File: src/rtl/hdr_tone_map_gamma_assert.svh
// Assertion macros for the tone mapping block.
`ifndef HDR_TONE_MAP_GAMMA_ASSERT_SVH
`define HDR_TONE_MAP_GAMMA_ASSERT_SVH

`ifndef ASSERT_OFF
// Same-cycle implication.
`define HTMG_ASSERT_IMP(lbl, clk, rstn, ante, cons) \
    lbl: assert property (@(posedge clk) disable iff (!rstn) (ante) |-> (cons)) \
        else $error("htmg assertion failed");
// Next-cycle implication.
`define HTMG_ASSERT_NXT(lbl, clk, rstn, ante, cons) \
    lbl: assert property (@(posedge clk) disable iff (!rstn) (ante) |=> (cons)) \
        else $error("htmg assertion failed");
`else
`define HTMG_ASSERT_IMP(lbl, clk, rstn, ante, cons)
`define HTMG_ASSERT_NXT(lbl, clk, rstn, ante, cons)
`endif

`endif

File: src/rtl/htmg_pkg.sv
// Shared types and constants of the tone mapping block.
`default_nettype none
package htmg_pkg;

    localparam int CHAN_W = 24;
    localparam int EXP_W  = 16;
    localparam int OUT_W  = 16;
    localparam int LANES  = 3;

    typedef enum logic [1:0] {
        CURVE_NONE     = 2'd0,
        CURVE_REINHARD = 2'd1,
        CURVE_ACES     = 2'd2,
        CURVE_FILMIC   = 2'd3
    } t_curve;

    localparam logic REG_EXPOSURE   = 1'b0;
    localparam logic REG_TONE_CURVE = 1'b1;

    localparam logic [EXP_W-1:0]  EXPOSURE_RST   = 16'd256;
    localparam logic [CHAN_W-1:0] MAX_Q8_16      = 24'hFFFFFF;
    localparam logic [CHAN_W-1:0] FILMIC_WHITE_X = 24'd734004;

    localparam logic [31:0] ACES_NA = 32'd251;
    localparam logic [31:0] ACES_NB = 32'd196608;
    localparam logic [31:0] ACES_DA = 32'd243;
    localparam logic [31:0] ACES_DB = 32'd3866624;
    localparam logic [31:0] FILM_NA = 32'd210;
    localparam logic [31:0] FILM_NB = 32'd1638400;
    localparam logic [31:0] FILM_DA = 32'd15;
    localparam logic [31:0] FILM_DB = 32'd3276800;

    localparam logic [57:0] DEN_ONE   = 58'd65536;
    localparam logic [57:0] ACES_DC   = 58'd14 << 32;
    localparam logic [57:0] FILM_DC   = 58'd6 << 32;
    localparam logic [12:0] FILM_NSCL = 13'd6119;
    localparam logic [16:0] FILM_DSCL = 17'd66556;

    typedef struct packed {
        logic [63:0] num;
        logic [63:0] den;
    } t_frac;

endpackage
`default_nettype wire

File: src/rtl/htmg_div.sv
// Pipelined restoring divider: 16 quotient bits, two per stage, saturating at 1.0.
`default_nettype none
module htmg_div (
    input  wire logic            i_clk,
    input  wire logic            i_rst_n,
    input  wire logic            i_en,
    input  wire logic            i_valid,
    input  wire htmg_pkg::t_frac i_frac,
    output logic                 o_valid,
    output logic [16:0]          o_t
);
    import htmg_pkg::*;

    localparam int STAGES = 8;

    logic        r_v   [STAGES];
    logic [63:0] r_rem [STAGES];
    logic [63:0] r_den [STAGES];
    logic [15:0] r_q   [STAGES];
    logic        r_sat [STAGES];

    genvar g;
    for (g = 0; g < STAGES; g++) begin : g_stage
        logic        w_v;
        logic [63:0] w_rem, w_den;
        logic [15:0] w_q;
        logic        w_sat;
        logic [63:0] n_rem;
        logic [15:0] n_q;

        if (g == 0) begin : g_head
            assign w_v   = i_valid;
            assign w_rem = i_frac.num;
            assign w_den = i_frac.den;
            assign w_q   = 16'd0;
            assign w_sat = (i_frac.num >= i_frac.den);
        end else begin : g_body
            assign w_v   = r_v[g-1];
            assign w_rem = r_rem[g-1];
            assign w_den = r_den[g-1];
            assign w_q   = r_q[g-1];
            assign w_sat = r_sat[g-1];
        end

        always_comb begin
            n_rem = w_rem;
            n_q   = w_q;
            for (int k = 0; k < 2; k++) begin
                n_rem = {n_rem[62:0], 1'b0};
                if (n_rem >= w_den) begin
                    n_rem = n_rem - w_den;
                    n_q   = {n_q[14:0], 1'b1};
                end else begin
                    n_q   = {n_q[14:0], 1'b0};
                end
            end
        end

        always_ff @(posedge i_clk) begin
            if (!i_rst_n) begin
                r_v[g] <= 1'b0;
            end else if (i_en) begin
                r_v[g] <= w_v;
            end
        end

        always_ff @(posedge i_clk) begin
            if (i_en) begin
                r_rem[g] <= n_rem;
                r_den[g] <= w_den;
                r_q[g]   <= n_q;
                r_sat[g] <= w_sat;
            end
        end
    end

    assign o_valid = r_v[STAGES-1];
    assign o_t     = r_sat[STAGES-1] ? 17'h10000 : {1'b0, r_q[STAGES-1]};

endmodule
`default_nettype wire

File: config.mk
export PLATFORM = sky130hd
export DESIGN_NAME = htmg_div
export DESIGN_NICKNAME = d
export VERILOG_FILES = /design/src/rtl/hdr_tone_map_gamma_assert.svh /design/src/rtl/htmg_pkg.sv /design/src/rtl/htmg_div.sv
export SDC_FILE = /design/constraint.sdc
export NUM_CORES = 2
export LEC_CHECK = 0
export BUFFER_PORTS_ARGS = -buffer_cell sky130_fd_sc_hd__buf_2
export CAP_MARGIN = 15
export CORE_ASPECT_RATIO = 1.2
export CORE_UTILIZATION = 65
export DETAILED_ROUTE_END_ITERATION = 16
export PLACE_DENSITY = 0.82
export SLEW_MARGIN = 20
export SYNTH_ARGS = -nofsm -noshare
export SYNTH_HDL_FRONTEND = slang
export SYNTH_SLANG_ARGS = --single-unit
File: constraint.sdc
create_clock -name i_clk -period 10.3 [get_ports i_clk]
set_clock_uncertainty 0.1 [all_clocks]
set_input_delay 3.09 -clock i_clk [delete_from_list [all_inputs] [get_ports i_clk]]
set_output_delay 3.09 -clock i_clk [all_outputs]
set_load 0.02 [all_outputs]
Word level (Yosys, flattened, before mapping):

Memories as Yosys holds them, arrays and structs flattened.
Cells that the tools add are included.

* register bits: 0
* RAM bits: 1168
* input bits: 132
* output and inout bits: 18
* memories kept: 5

* add/sub/neg operators: 16
* order comparisons: 17
* multiplexer cells: 46
* bitwise operators: 8

Memories
* r_den: words 8, bits a word 64, rd ports 7, clocked after Yosys merged registers in 0, write ports 8, line htmg_div.sv:18 `logic [63:0] r_den [STAGES];`
* r_rem: words 8, bits a word 64, rd ports 7, clocked after Yosys merged registers in 0, write ports 8, line htmg_div.sv:17 `logic [63:0] r_rem [STAGES];`
* r_q: words 8, bits a word 16, rd ports 8, clocked after Yosys merged registers in 0, write ports 8, line htmg_div.sv:19 `logic [15:0] r_q [STAGES];`
* r_sat: words 8, bits a word 1, rd ports 8, clocked after Yosys merged registers in 0, write ports 8, line htmg_div.sv:20 `logic r_sat [STAGES];`
* r_v: words 8, bits a word 1, rd ports 8, clocked after Yosys merged registers in 0, write ports 8, line htmg_div.sv:16 `logic r_v [STAGES];`

Operator list (count)
* 64-bit greater-or-equal comparator: 17
* 64-bit two-way mux: 8
* 64-bit subtractor: 8
* 63-bit two-way mux: 8
* 63-bit subtractor: 8
* 1-bit two-way mux: 29
* 17-bit two-way mux: 1
* 1-bit OR: 8

Depth between registers and ports, before layout:

An unclocked memory read counts as a cell.

* depth after elaboration: 5
* mapped depth: 34

Worst setup path before layout:

Ideal clock, no wire load.

* path kind: input to register
* from: input port i_frac[0] (netlist bit)
* to: memory r_rem[0][59], data pin
* library setup time: 260 ps
* arrival time: 9208 ps
* data required time: 9940 ps
* slack: 733 ps
* cell stages on the path: 28
* buffers on the path: 2
* path through: inv_1 -> fa_1 -> a21o_1 -> a221oi_2 -> o21ai_1 -> and3_1 -> a2111oi_4 -> a21oi_1 -> a311oi_1 -> o21ai_1 -> a211o_1 -> clkbuf_1 -> buf_2 -> mux2_1 -> ha_1 -> a21o_1 -> a21o_1 -> a221oi_1 -> a2111oi_0 -> o21bai_1 -> o2111ai_1 -> a211oi_1 -> o41a_1 -> or3_1 -> o21ai_0 -> o31ai_1 -> xnor2_1 -> mux2_2

RTL lines
* from (decl): line htmg_div.sv:8 `input wire htmg_pkg::t_frac i_frac,`
* to (decl): line htmg_div.sv:17

==> run_results.csv <==
group,metric,value,unit
outcome,status,"finished, final reports clean",
global_routing,antenna_found_initial,3,
setup_path,crit-reg2reg-capture,"r_rem[1][62]$_DFFE_PP_",
setup_path,path_max_fanout,16,
setup_path,slowest_delay,0.45,ns
setup_path,slowest_stage,"fa_1",
setup_path,critical_path_buf_inv_count,8,
setup_path,cpMostUsedCell,"buf_4",
yosys,yosysWarnings,0,
clocking,numClockSinks,977,
timing,setup_violations,0,
final_layout,area_growth,9.02,%
route,dr.pass1.iters,9,
die,die_w,354,um
final_layout,multi_input_area,0.0629,sq mm
global_routing,grt_max_degree,141,
timing,max-slew-margin-rel,22.8,%
die,core_area,0.147,sq mm
yosys,synthTopCellsByCount,"a21oi_1, ha_1, edfxtp_1",
route,postRouteAntennaNets,0,
yosys,synth_edf_count,976,
yosys,synth.yosys.seq_area_share,30.3,%
yosys,yosysTopAreaCell,"edfxtp_1",
placement,place_congestion,1.01,
placement,pre_cts_ws,-0.540,ns
die,start_util,65.7,%
hold_path,min_to,"r_q[0][50]$_DFFE_PP_",
yosys,yosysMostFrequentCell,"a21oi_1",
clocking,cts_root_buf,"clkbuf_16",
hold_path,holdCritStartpoint,"r_q[0][32]$_DFFE_PP_",
die,ios,150,
die,dieArea,0.151,sq mm
yosys,synth_async_sr_flop_share,0,%
final_layout,num-nets-final,12672,
global_routing,grt_pass1_vias,86861,
clocking,clk_latency,0.77,ns
yosys,ys_types,112,
yosys,syn_inst,11150,
die,dieHeight,425,um
die,fp-row-count,154,
timing,rsz0062_at_grt,"false",
route,vias,86807,
timing,timing.hold.ws,0.314,ns
final_layout,drive_above_1_share,11.3,%
global_routing,gr-total-overflow,0,
yosys,avgSynthCellArea,8.69,sq um
yosys,syn-num-nets,12369,
global_routing,grt_use_total,36.7,%
final_layout,fillers,10950,
setup_path,cp_top_family,"compound AO/OA/AOI/OAI gates",
setup_path,crit_required,10.70,ns
clocking,ctsHoldBuffers,0,
route,wl_per_cell,21.2,um
timing,fin_ws,0.375,ns
route,routed_wl,286000,um
timing,finalCriticalPeriod,9.92,ns
route,via_per_inst,6.44,
yosys,synth.area.top_cells,"edfxtp_1, ha_1, a21oi_1, xnor2_1, a21o_1",
hold_path,hold_depth,0,
yosys,netlist_area,0.0969,sq mm
timing,finalHoldViolCount,0,
clocking,numCtsBuffers,102,
clocking,postCtsSetupBuffers,0,
job,cap_viol_max_count,0,
setup_path,crit_path_end_kind,"flip-flop",
route,drt-initial-drc-count,5965,
clocking,cts_tree,"done",
setup_path,startpoint_type,"input port",
global_routing,grt_pass1_wl,445000,um
setup_path,r2r_slack,0.60,ns
yosys,synth-seq-cells,977,
setup_path,path_depth,33,
timing,post-route-period-util,96.4,%
clocking,clock_path_buffers,3,
final_layout,seq_area,0.0293,sq mm
route,drc_errors,0,
hold_path,hold_class,"flip-flop to flip-flop",
placement,dp_hpwl,230000,um
yosys,synthFlopType,"edfxtp_1",
setup_path,ff2ff_path_depth,28,
timing,slew_viol_final,0,
setup_path,critPathArrivalTime,10.33,ns
clocking,htreeDepth,3,
placement,portBuffers,149,
setup_path,path_class,"input port to flip-flop",
setup_path,regToRegStartpoint,"r_den[0][0]$_DFFE_PP_",
timing,fmax,101,MHz
yosys,netlist.area_leader.share,30.3,%
timing,tightest_slew,1.15,ns
clocking,clk_transition_reported_paths,0.06,ns
registers in the layout, indices dropped and copies added (netlist names):
register and cells:
r_v 8, r_q 72, r_sat 8, r_rem 441, r_den 448
final cells by class:
class,count,share of cell area [%]
Antenna cell,1,0.00237
Clock buffer,119,2.48
Clock inverter,66,0.653
Inverter,765,2.72
Multi-Input combinational cell,8971,59.6
Sequential cell,977,27.8
Tap cell,1950,2.31
Timing Repair Buffer,636,4.45
repair_timing:
action | 4_1_cts | 5_1_grt
endpoints found under the setup margin | 0 | 3
gates resized for setup | 0 | 3
hold endpoints to repair | 0 | 0
how the worst max path moves through the flow:
stage / start / to / slack (ns)
after floorplan: i_frac[0] / r_rem[0][59]$_DFFE_PP_ / 0.73
after global placement: i_frac[0] / r_rem[0][61]$_DFFE_PP_ / -0.39
after detailed placement: i_frac[0] / r_rem[0][61]$_DFFE_PP_ / -0.54
after CTS: i_frac[0] / r_rem[0][61]$_DFFE_PP_ / 0.21
after global routing: i_frac[0] / r_rem[0][61]$_DFFE_PP_ / 0.05
final: i_frac[0] / r_rem[0][61]$_DFFE_PP_ / 0.38
layer usage:
layer	routed length [um]	global-route usage, %	vias to the layer above
met2	144000	68.2	3832
li1	-	-	41678
met1	104000	38.8	40225
met4	22600	26.1	2
met3	15000	3.20	1070
met5	10	0	-
cells by family after synthesis:
family	count (synthesis)	synth area share [%]
DFF	977	30.3
buffers and inverters	1202	4.87
muxes	414	4.96
xor gates and xnor gates	875	7.91
adders and majority gates	1087	14.1
AOI/OAI and AO/OA	3797	24.4
and+or+nand+nor	2798	13.5
cell usage in the layout (no fill, tap or decap), drive strengths merged, types with 406 or more instances in the layout:
cell,instances
inv,775
xnor2,521
ha,1079
a21oi,1387
a21o,582
edfxtp,976
buf,636
o21ai,801
mux2,406
nor2,830
nand2,865
worst reg2reg max path, delay by kind of cell (launching register included):
kind                     cells  cell delay [ns]
flip-flops                   1             0.50
AO/OA/AOI/OAI               17             6.09
adder cells (fa/ha/maj)      2             0.96
multiplexers                 1             0.28
XOR/XNOR                     1             0.13
buffers and inverters        2             0.37
AND/OR/NAND/NOR              5             1.01
metrics by stage:
step / setup TNS (ns) / util (%) / cell area, sq um / std cells
4_1_cts: 0 / 71.6 / 106000 / 13484
3_5_place_dp: -6.64 / 69.4 / 102000 / 13299
5_1_grt: 0 / 71.6 / 106000 / 13484
3_3_place_gp: -1.29 / 69.4 / 102000 / 13299
6_report: 0 / 71.6 / 106000 / 13485
2_1_floorplan: 0 / - / 96900 / 11150
Power is not shown: default switching activity piles up to over one toggle a cycle in this logic, so the estimate is an artifact.
