[src/rtl/hdr_tone_map_gamma_assert.svh]
// Assertion macros for the tone mapping block.
`ifndef HDR_TONE_MAP_GAMMA_ASSERT_SVH
`define HDR_TONE_MAP_GAMMA_ASSERT_SVH

`ifndef ASSERT_OFF
// Same-cycle implication.
`define HTMG_ASSERT_IMP(lbl, clk, rstn, ante, cons) \
    lbl: assert property (@(posedge clk) disable iff (!rstn) (ante) |-> (cons)) \
        else $error("htmg assertion failed");
// Next-cycle implication.
`define HTMG_ASSERT_NXT(lbl, clk, rstn, ante, cons) \
    lbl: assert property (@(posedge clk) disable iff (!rstn) (ante) |=> (cons)) \
        else $error("htmg assertion failed");
`else
`define HTMG_ASSERT_IMP(lbl, clk, rstn, ante, cons)
`define HTMG_ASSERT_NXT(lbl, clk, rstn, ante, cons)
`endif

`endif

[src/rtl/htmg_pkg.sv]
// Shared types and constants of the tone mapping block.
`default_nettype none
package htmg_pkg;

    localparam int CHAN_W = 24;
    localparam int EXP_W  = 16;
    localparam int OUT_W  = 16;
    localparam int LANES  = 3;

    typedef enum logic [1:0] {
        CURVE_NONE     = 2'd0,
        CURVE_REINHARD = 2'd1,
        CURVE_ACES     = 2'd2,
        CURVE_FILMIC   = 2'd3
    } t_curve;

    localparam logic REG_EXPOSURE   = 1'b0;
    localparam logic REG_TONE_CURVE = 1'b1;

    localparam logic [EXP_W-1:0]  EXPOSURE_RST   = 16'd256;
    localparam logic [CHAN_W-1:0] MAX_Q8_16      = 24'hFFFFFF;
    localparam logic [CHAN_W-1:0] FILMIC_WHITE_X = 24'd734004;

    localparam logic [31:0] ACES_NA = 32'd251;
    localparam logic [31:0] ACES_NB = 32'd196608;
    localparam logic [31:0] ACES_DA = 32'd243;
    localparam logic [31:0] ACES_DB = 32'd3866624;
    localparam logic [31:0] FILM_NA = 32'd210;
    localparam logic [31:0] FILM_NB = 32'd1638400;
    localparam logic [31:0] FILM_DA = 32'd15;
    localparam logic [31:0] FILM_DB = 32'd3276800;

    localparam logic [57:0] DEN_ONE   = 58'd65536;
    localparam logic [57:0] ACES_DC   = 58'd14 << 32;
    localparam logic [57:0] FILM_DC   = 58'd6 << 32;
    localparam logic [12:0] FILM_NSCL = 13'd6119;
    localparam logic [16:0] FILM_DSCL = 17'd66556;

    typedef struct packed {
        logic [63:0] num;
        logic [63:0] den;
    } t_frac;

endpackage
`default_nettype wire

[src/rtl/htmg_sqrt.sv]
// Pipelined integer square root of t * 65536, four result bits per stage.
`default_nettype none
module htmg_sqrt (
    input  wire logic        i_clk,
    input  wire logic        i_rst_n,
    input  wire logic        i_en,
    input  wire logic        i_valid,
    input  wire logic [16:0] i_t,
    output logic             o_valid,
    output logic [15:0]      o_y
);
    import htmg_pkg::*;

    localparam int STAGES = 4;

    logic        r_v   [STAGES];
    logic [31:0] r_n   [STAGES];
    logic [31:0] r_res [STAGES];
    logic        r_sat [STAGES];

    genvar g;
    for (g = 0; g < STAGES; g++) begin : g_stage
        logic        w_v, w_sat;
        logic [31:0] w_n, w_res;
        logic [32:0] n_n, n_res, w_bit, w_sum;

        if (g == 0) begin : g_head
            assign w_v   = i_valid;
            assign w_n   = {i_t[15:0], 16'h0};
            assign w_res = 32'd0;
            assign w_sat = i_t[16];
        end else begin : g_body
            assign w_v   = r_v[g-1];
            assign w_n   = r_n[g-1];
            assign w_res = r_res[g-1];
            assign w_sat = r_sat[g-1];
        end

        always_comb begin
            n_n   = {1'b0, w_n};
            n_res = {1'b0, w_res};
            w_bit = 33'd0;
            w_sum = 33'd0;
            for (int k = 0; k < 4; k++) begin
                w_bit = 33'd1 << (30 - 8 * g - 2 * k);
                w_sum = n_res + w_bit;
                if (n_n >= w_sum) begin
                    n_n   = n_n - w_sum;
                    n_res = (n_res >> 1) + w_bit;
                end else begin
                    n_res = n_res >> 1;
                end
            end
        end

        always_ff @(posedge i_clk) begin
            if (!i_rst_n) begin
                r_v[g] <= 1'b0;
            end else if (i_en) begin
                r_v[g] <= w_v;
            end
        end

        always_ff @(posedge i_clk) begin
            if (i_en) begin
                r_n[g]   <= n_n[31:0];
                r_res[g] <= n_res[31:0];
                r_sat[g] <= w_sat;
            end
        end
    end

    assign o_valid = r_v[STAGES-1];
    assign o_y     = r_sat[STAGES-1] ? 16'hFFFF : r_res[STAGES-1][15:0];

endmodule
`default_nettype wire

[config.mk]
export PLATFORM = sky130hd
export DESIGN_NAME = htmg_sqrt
export DESIGN_NICKNAME = d
export VERILOG_FILES = /design/src/rtl/hdr_tone_map_gamma_assert.svh /design/src/rtl/htmg_pkg.sv /design/src/rtl/htmg_sqrt.sv
export SDC_FILE = /design/constraint.sdc
export NUM_CORES = 1
export LEC_CHECK = 0
export BUFFER_PORTS_ARGS = -buffer_cell sky130_fd_sc_hd__clkbuf_2
export CAP_MARGIN = 15
export CORE_AREA = 2 2 166 168
export CTS_CLUSTER_SIZE = 28
export DETAILED_ROUTE_END_ITERATION = 8
export DIE_AREA = 0 0 168 170
export MAX_ROUTING_LAYER = met4
export PLACE_DENSITY = 0.71
export SLEW_MARGIN = 20
export SYNTH_ARGS = -nofsm -noshare
export SYNTH_HDL_FRONTEND = slang
export SYNTH_SLANG_ARGS = --single-unit
[constraint.sdc]
create_clock -name i_clk -period 13.8 [get_ports i_clk]
set_input_delay 4.14 -clock i_clk [delete_from_list [all_inputs] [get_ports i_clk]]
set_output_delay 4.14 -clock i_clk [all_outputs]
set_load 0.1 [all_outputs]
---- After elaboration in Yosys (flattened, before gate mapping) ----
Memories as Yosys holds them, arrays and structs flattened.
Index checks and enable logic that the tools add are counted.
storage, ports and cells
  bits of input ports ..................... 21
  logic and storage cells ................. 112
  memories ................................ 4
  memory bits (writable) .................. 264
  output and inout port bits .............. 17
  register bits ........................... 0
operators by class
  magnitude comparators ................... 16
  bitwise operators ....................... 4
  muxes and demuxes ....................... 42
  $add $sub $neg .......................... 46
memories
  memory  words  width  read ports  clocked after Yosys merged registers in  wr ports  line             RTL
  r_n     4      32     3           0                                        4         htmg_sqrt.sv:17  logic [31:0] r_n [STAGES];
  r_res   4      32     4           0                                        4         htmg_sqrt.sv:18  logic [31:0] r_res [STAGES];
  r_sat   4      1      4           0                                        4         htmg_sqrt.sv:19  logic r_sat [STAGES];
  r_v     4      1      4           0                                        4         htmg_sqrt.sv:16  logic r_v [STAGES];
operators by type and width
  cell                      count
  $mux W33                  20
  $ge A33 B33 Y1            11
  $mux W32                  11
  $sub A33 B33 Y33          7
  $sub A32 B32 Y32          4
  $ge A32 B33 Y1            3
  $sub A32 B33 Y33          3
  $add A32 B11 Y33 const B  1
  $add A32 B13 Y33 const B  1
  $add A32 B15 Y33 const B  1
  $add A32 B19 Y33 const B  1
  $add A32 B21 Y33 const B  1
  $add A32 B23 Y33 const B  1
  $add A32 B27 Y33 const B  1
  $add A32 B3 Y33 const B   1
  $add A32 B5 Y33 const B   1
  $add A32 B7 Y33 const B   1
  $add A33 B1 Y33 const B   1
  $add A33 B11 Y33 const B  1
  $add A33 B13 Y33 const B  1
  $add A33 B17 Y33 const B  1
  $add A33 B19 Y33 const B  1
  $add A33 B21 Y33 const B  1
  $add A33 B25 Y33 const B  1
  other kinds (21)          32

---- Longest topological paths before layout ----
An unclocked memory read counts as a cell.
  word-level depth ........................ 13
  depth in mapped cells ................... 51
  mapped depth without buffers ............ 47

---- Worst setup path after synthesis ----
Ideal clock, no wire load.
  path kind ............................... input port to flip-flop
  from .................................... input i_t[15]
  to ...................................... memory r_n[0][29] (data pin)
  cell stages on the path ................. 24
  buffers on the path ..................... 3
  setup time .............................. 0.265 ns
  arrival time ............................ 9.169 ns
  data required time ...................... 13.535 ns
  setup slack ............................. 4.366 ns
  cell sequence ........................... inv_1 -> ha_1 -> nor4bb_1 -> a41oi_1 -> ha_1 -> inv_1 -> o211ai_1 -> and2_1 -> clkbuf_1 -> nor2_1 -> a21oi_1 -> ha_1 -> a211oi_1 -> nand4b_1 -> buf_2 -> nand2_1 -> xor2_1 -> ha_1 -> nor2b_1 -> or4_1 -> or3_1 -> clkbuf_1 -> nand2_1 -> xnor2_1
RTL lines
  what                line             RTL
  start: declaration  htmg_sqrt.sv:8   input wire logic [16:0] i_t,
  end: declaration    htmg_sqrt.sv:17

==> run_results.csv <==
group,metric,value,unit
cts,cts_tree,"built",
cells_and_area,fillers,2469,
placement,pre_cts_slack,1800,ps
critical_path,critPathTopFamily,"compound AO/OA/AOI/OAI gates",
floorplan,die_w,168,um
timing,period_share,87.6,%
critical_path,crit_path_end_kind,"flop",
timing,rsz0062_at_grt,"no",
floorplan,dieHeight,170,um
synth,synth_warnings,0,
critical_path,cp-start-kind,"flop",
synth,synth-xor-area-share,8.44,%
cells_and_area,area_delta_synth_final,5.77,%
grt,grt_use_met1,29.2,%
floorplan,initial_core_util,49.8,%
cts,clock_path_buffers,2,
synth,synthMuxAreaShare,3.86,%
cts,cts_setup_buffers,0,
route,drt_iter0_drc,773,
synth,syn_nets,1757,
route,wl,33.8,mm
timing,relSlewSlack,34.5,%
critical_path,path_max_fanout,23,
timing,worst_clock_skew,15.3,ps
route,drc,0,
cts,insertion_delay,350,ps
cts,clkTransAtPathRegs,80,ps
critical_path,cp.arrival,12160,ps
placement,gp_congestion,0.929,
grt,grt_util_all_layers,24.6,%
synth,synth_cell_types,113,
cts,cts_root_buf,"clkbuf_16",
timing,setup_viol,0,
critical_path,slowest_stage,"or4_1",
timing,finalMaxSlewViolations,0,
synth,avgSynthCellArea,8.32,um2
cts,htreeDepth,3,
floorplan,coreArea,26700,um2
synth,synth_seq_cells,103,
cells_and_area,final_layout_size_suffix_gt1_share,9.13,%
timing,setup_ws,1710,ps
synth,synth_cells,1596,
timing,hold_viol_final,0,
placement,numPortBuffers,37,
grt,grt_use_met2,44.0,%
route,drtAntennaViolNets,0,
timing,worst_slew_pin_slew,977,ps
cells_and_area,antenna_cells,0,
critical_path,worst-path-buf-inv,5,
flow_run,cap_violations,0,
route,via_per_inst,6.08,
timing,fmax,82.7,MHz
route,num_vias,11871,
grt,top_usage_layer,"met2",
placement,hpwl,27.3,mm
critical_path,worstPathRequired,13870,ps
critical_path,cpPeakStageDelay,890,ps
grt,antenna_found_initial,0,
grt,grt_pass1_wl,56.2,mm
grt,grt_pass1_vias,11483,
floorplan,die_area,28600,um2
synth,synthFlopType,"edfxtp_1",
status,status,"finished clean",
grt,grt_use_met3,2.47,%
synth,synth_edf_count,102,
synth,synthAdderAreaFrac,13.4,%
synth,yosysSeqAreaShare,23.2,%
timing,fin_tns_setup,0,ps
route,drt-pass1-iter-count,5,
floorplan,rows,60,
synth,synth_top_family_by_area,"compound AO/OA/AOI/OAI gates",
synth,synthSimpleGateAreaFrac,23.2,%
grt,gr-total-overflow,0,
cts,hold_buffers,0,
route,routedWlPerCell,17.3,um
cells_and_area,nNetsFinal,1766,
grt,grt_max_degree,68,
synth,syn_area,13300,um2
critical_path,worstSetupPathType,"flop to flop",
synth,async_reset_ff_share,0,%
floorplan,io_pins,38,
cts,cts.sinks,103,
timing,period_minus_slack,12090,ps
cts,cts_buffers,9,
synth,synth-compound-area-share,23.7,%
min_path,min_path_type,"flop to flop",
cts,ctsResizeCount,0,
area by class of cell:
| class | count | area (um2) | share of cell area (%) |
|---|---|---|---|
| Clock buffer | 9 | 225 | 1.60 |
| Clock inverter | 7 | 90.1 | 0.642 |
| Inverter | 96 | 368 | 2.62 |
| Multi-Input combinational cell | 1354 | 9630 | 68.6 |
| Sequential cell | 103 | 3080 | 22.0 |
| Tap cell | 341 | 427 | 3.04 |
| Timing Repair Buffer | 41 | 218 | 1.55 |
synthesized netlist by cell type (35+ instances only):
master	n	area share, %
nand2_1	105	3.0
o21ai_0	98	3.7
a21o_1	35	2.0
edfxtp_1	102	23
xor2_1	51	3.4
xnor2_1	75	4.9
nor2_1	145	4.1
ha_1	137	13
nand3_1	46	1.7
a21oi_1	133	5.0
nor3_1	52	2.0
inv_1	91	2.6
path summary, 6_finish.rpt:
check | slack (ps) | start | cells after the start | to
max | 1710 | r_res[2][9]$_DFFE_PP_ | 44 | r_res[3][0]$_DFFE_PP_
min | 420 | r_sat[2]$_DFFE_PP_ | 0 | r_sat[3]$_DFFE_PP_
max reg2reg | 1710 | r_res[2][9]$_DFFE_PP_ | 44 | r_res[3][0]$_DFFE_PP_
min reg2reg | 420 | r_sat[2]$_DFFE_PP_ | 0 | r_sat[3]$_DFFE_PP_
per-stage QoR:
step           cell area (um2)  cells  utilization, %  hold slack (ps)
6_report                 14000   1951            52.7              425
5_1_grt                  14000   1951            52.7              440
4_1_cts                  14000   1951            52.7              431
3_5_place_dp             13700   1935            51.5              412
3_3_place_gp             13700   1935            51.5              404
2_1_floorplan            13300   1596               -              400
cell usage in the layout, fill, tap and decap left out, drive strengths merged, types with 10 or more instances in the layout:
cell	instances
edfxtp	102
o211ai	18
nor3b	10
mux2i	25
xnor2	76
and2	21
nand2b	25
a21o	35
nand4	18
nor2b	19
or3	17
xor2	51
o21a	24
mux2	21
nor4	19
or4	10
nand2	106
inv	98
nor3	56
o21bai	13
a31oi	22
nand3	47
a21oi	134
o31ai	15
and3	27
ha	137
clkbuf	45
nor2	146
a211oi	11
o21ai	102
or2	29
worst register-to-register path, delay by kind of cell (launching register included):
kind | cells | cell delay, ps
buf+inv | 5 | 1620
compound gates | 22 | 5610
flops | 1 | 460
fa+ha+maj | 4 | 1330
simple gates | 13 | 2810
cells by family after synthesis:
logic type / count (synthesis)
DFF: 103
muxes: 46
AOI/OAI and AO/OA: 469
and+or+nand+nor: 572
buffers and inverters: 139
xor gates and xnor gates: 127
adders and majority gates: 140
state kept, by name, indices dropped and copies added (netlist names):
signal,count
r_res,40
r_n,55
r_v,4
r_sat,4
metal layers:
layer | routed length, um | up-vias
li1 | - | 5978
met1 | 15200 | 5587
met2 | 16800 | 247
met3 | 950 | 59
met4 | 856 | 0
met5 | 0 | -
Power is left out: the tool's default activity adds up to more than one toggle a clock period on the data nets, which glitch-free logic cannot reach.
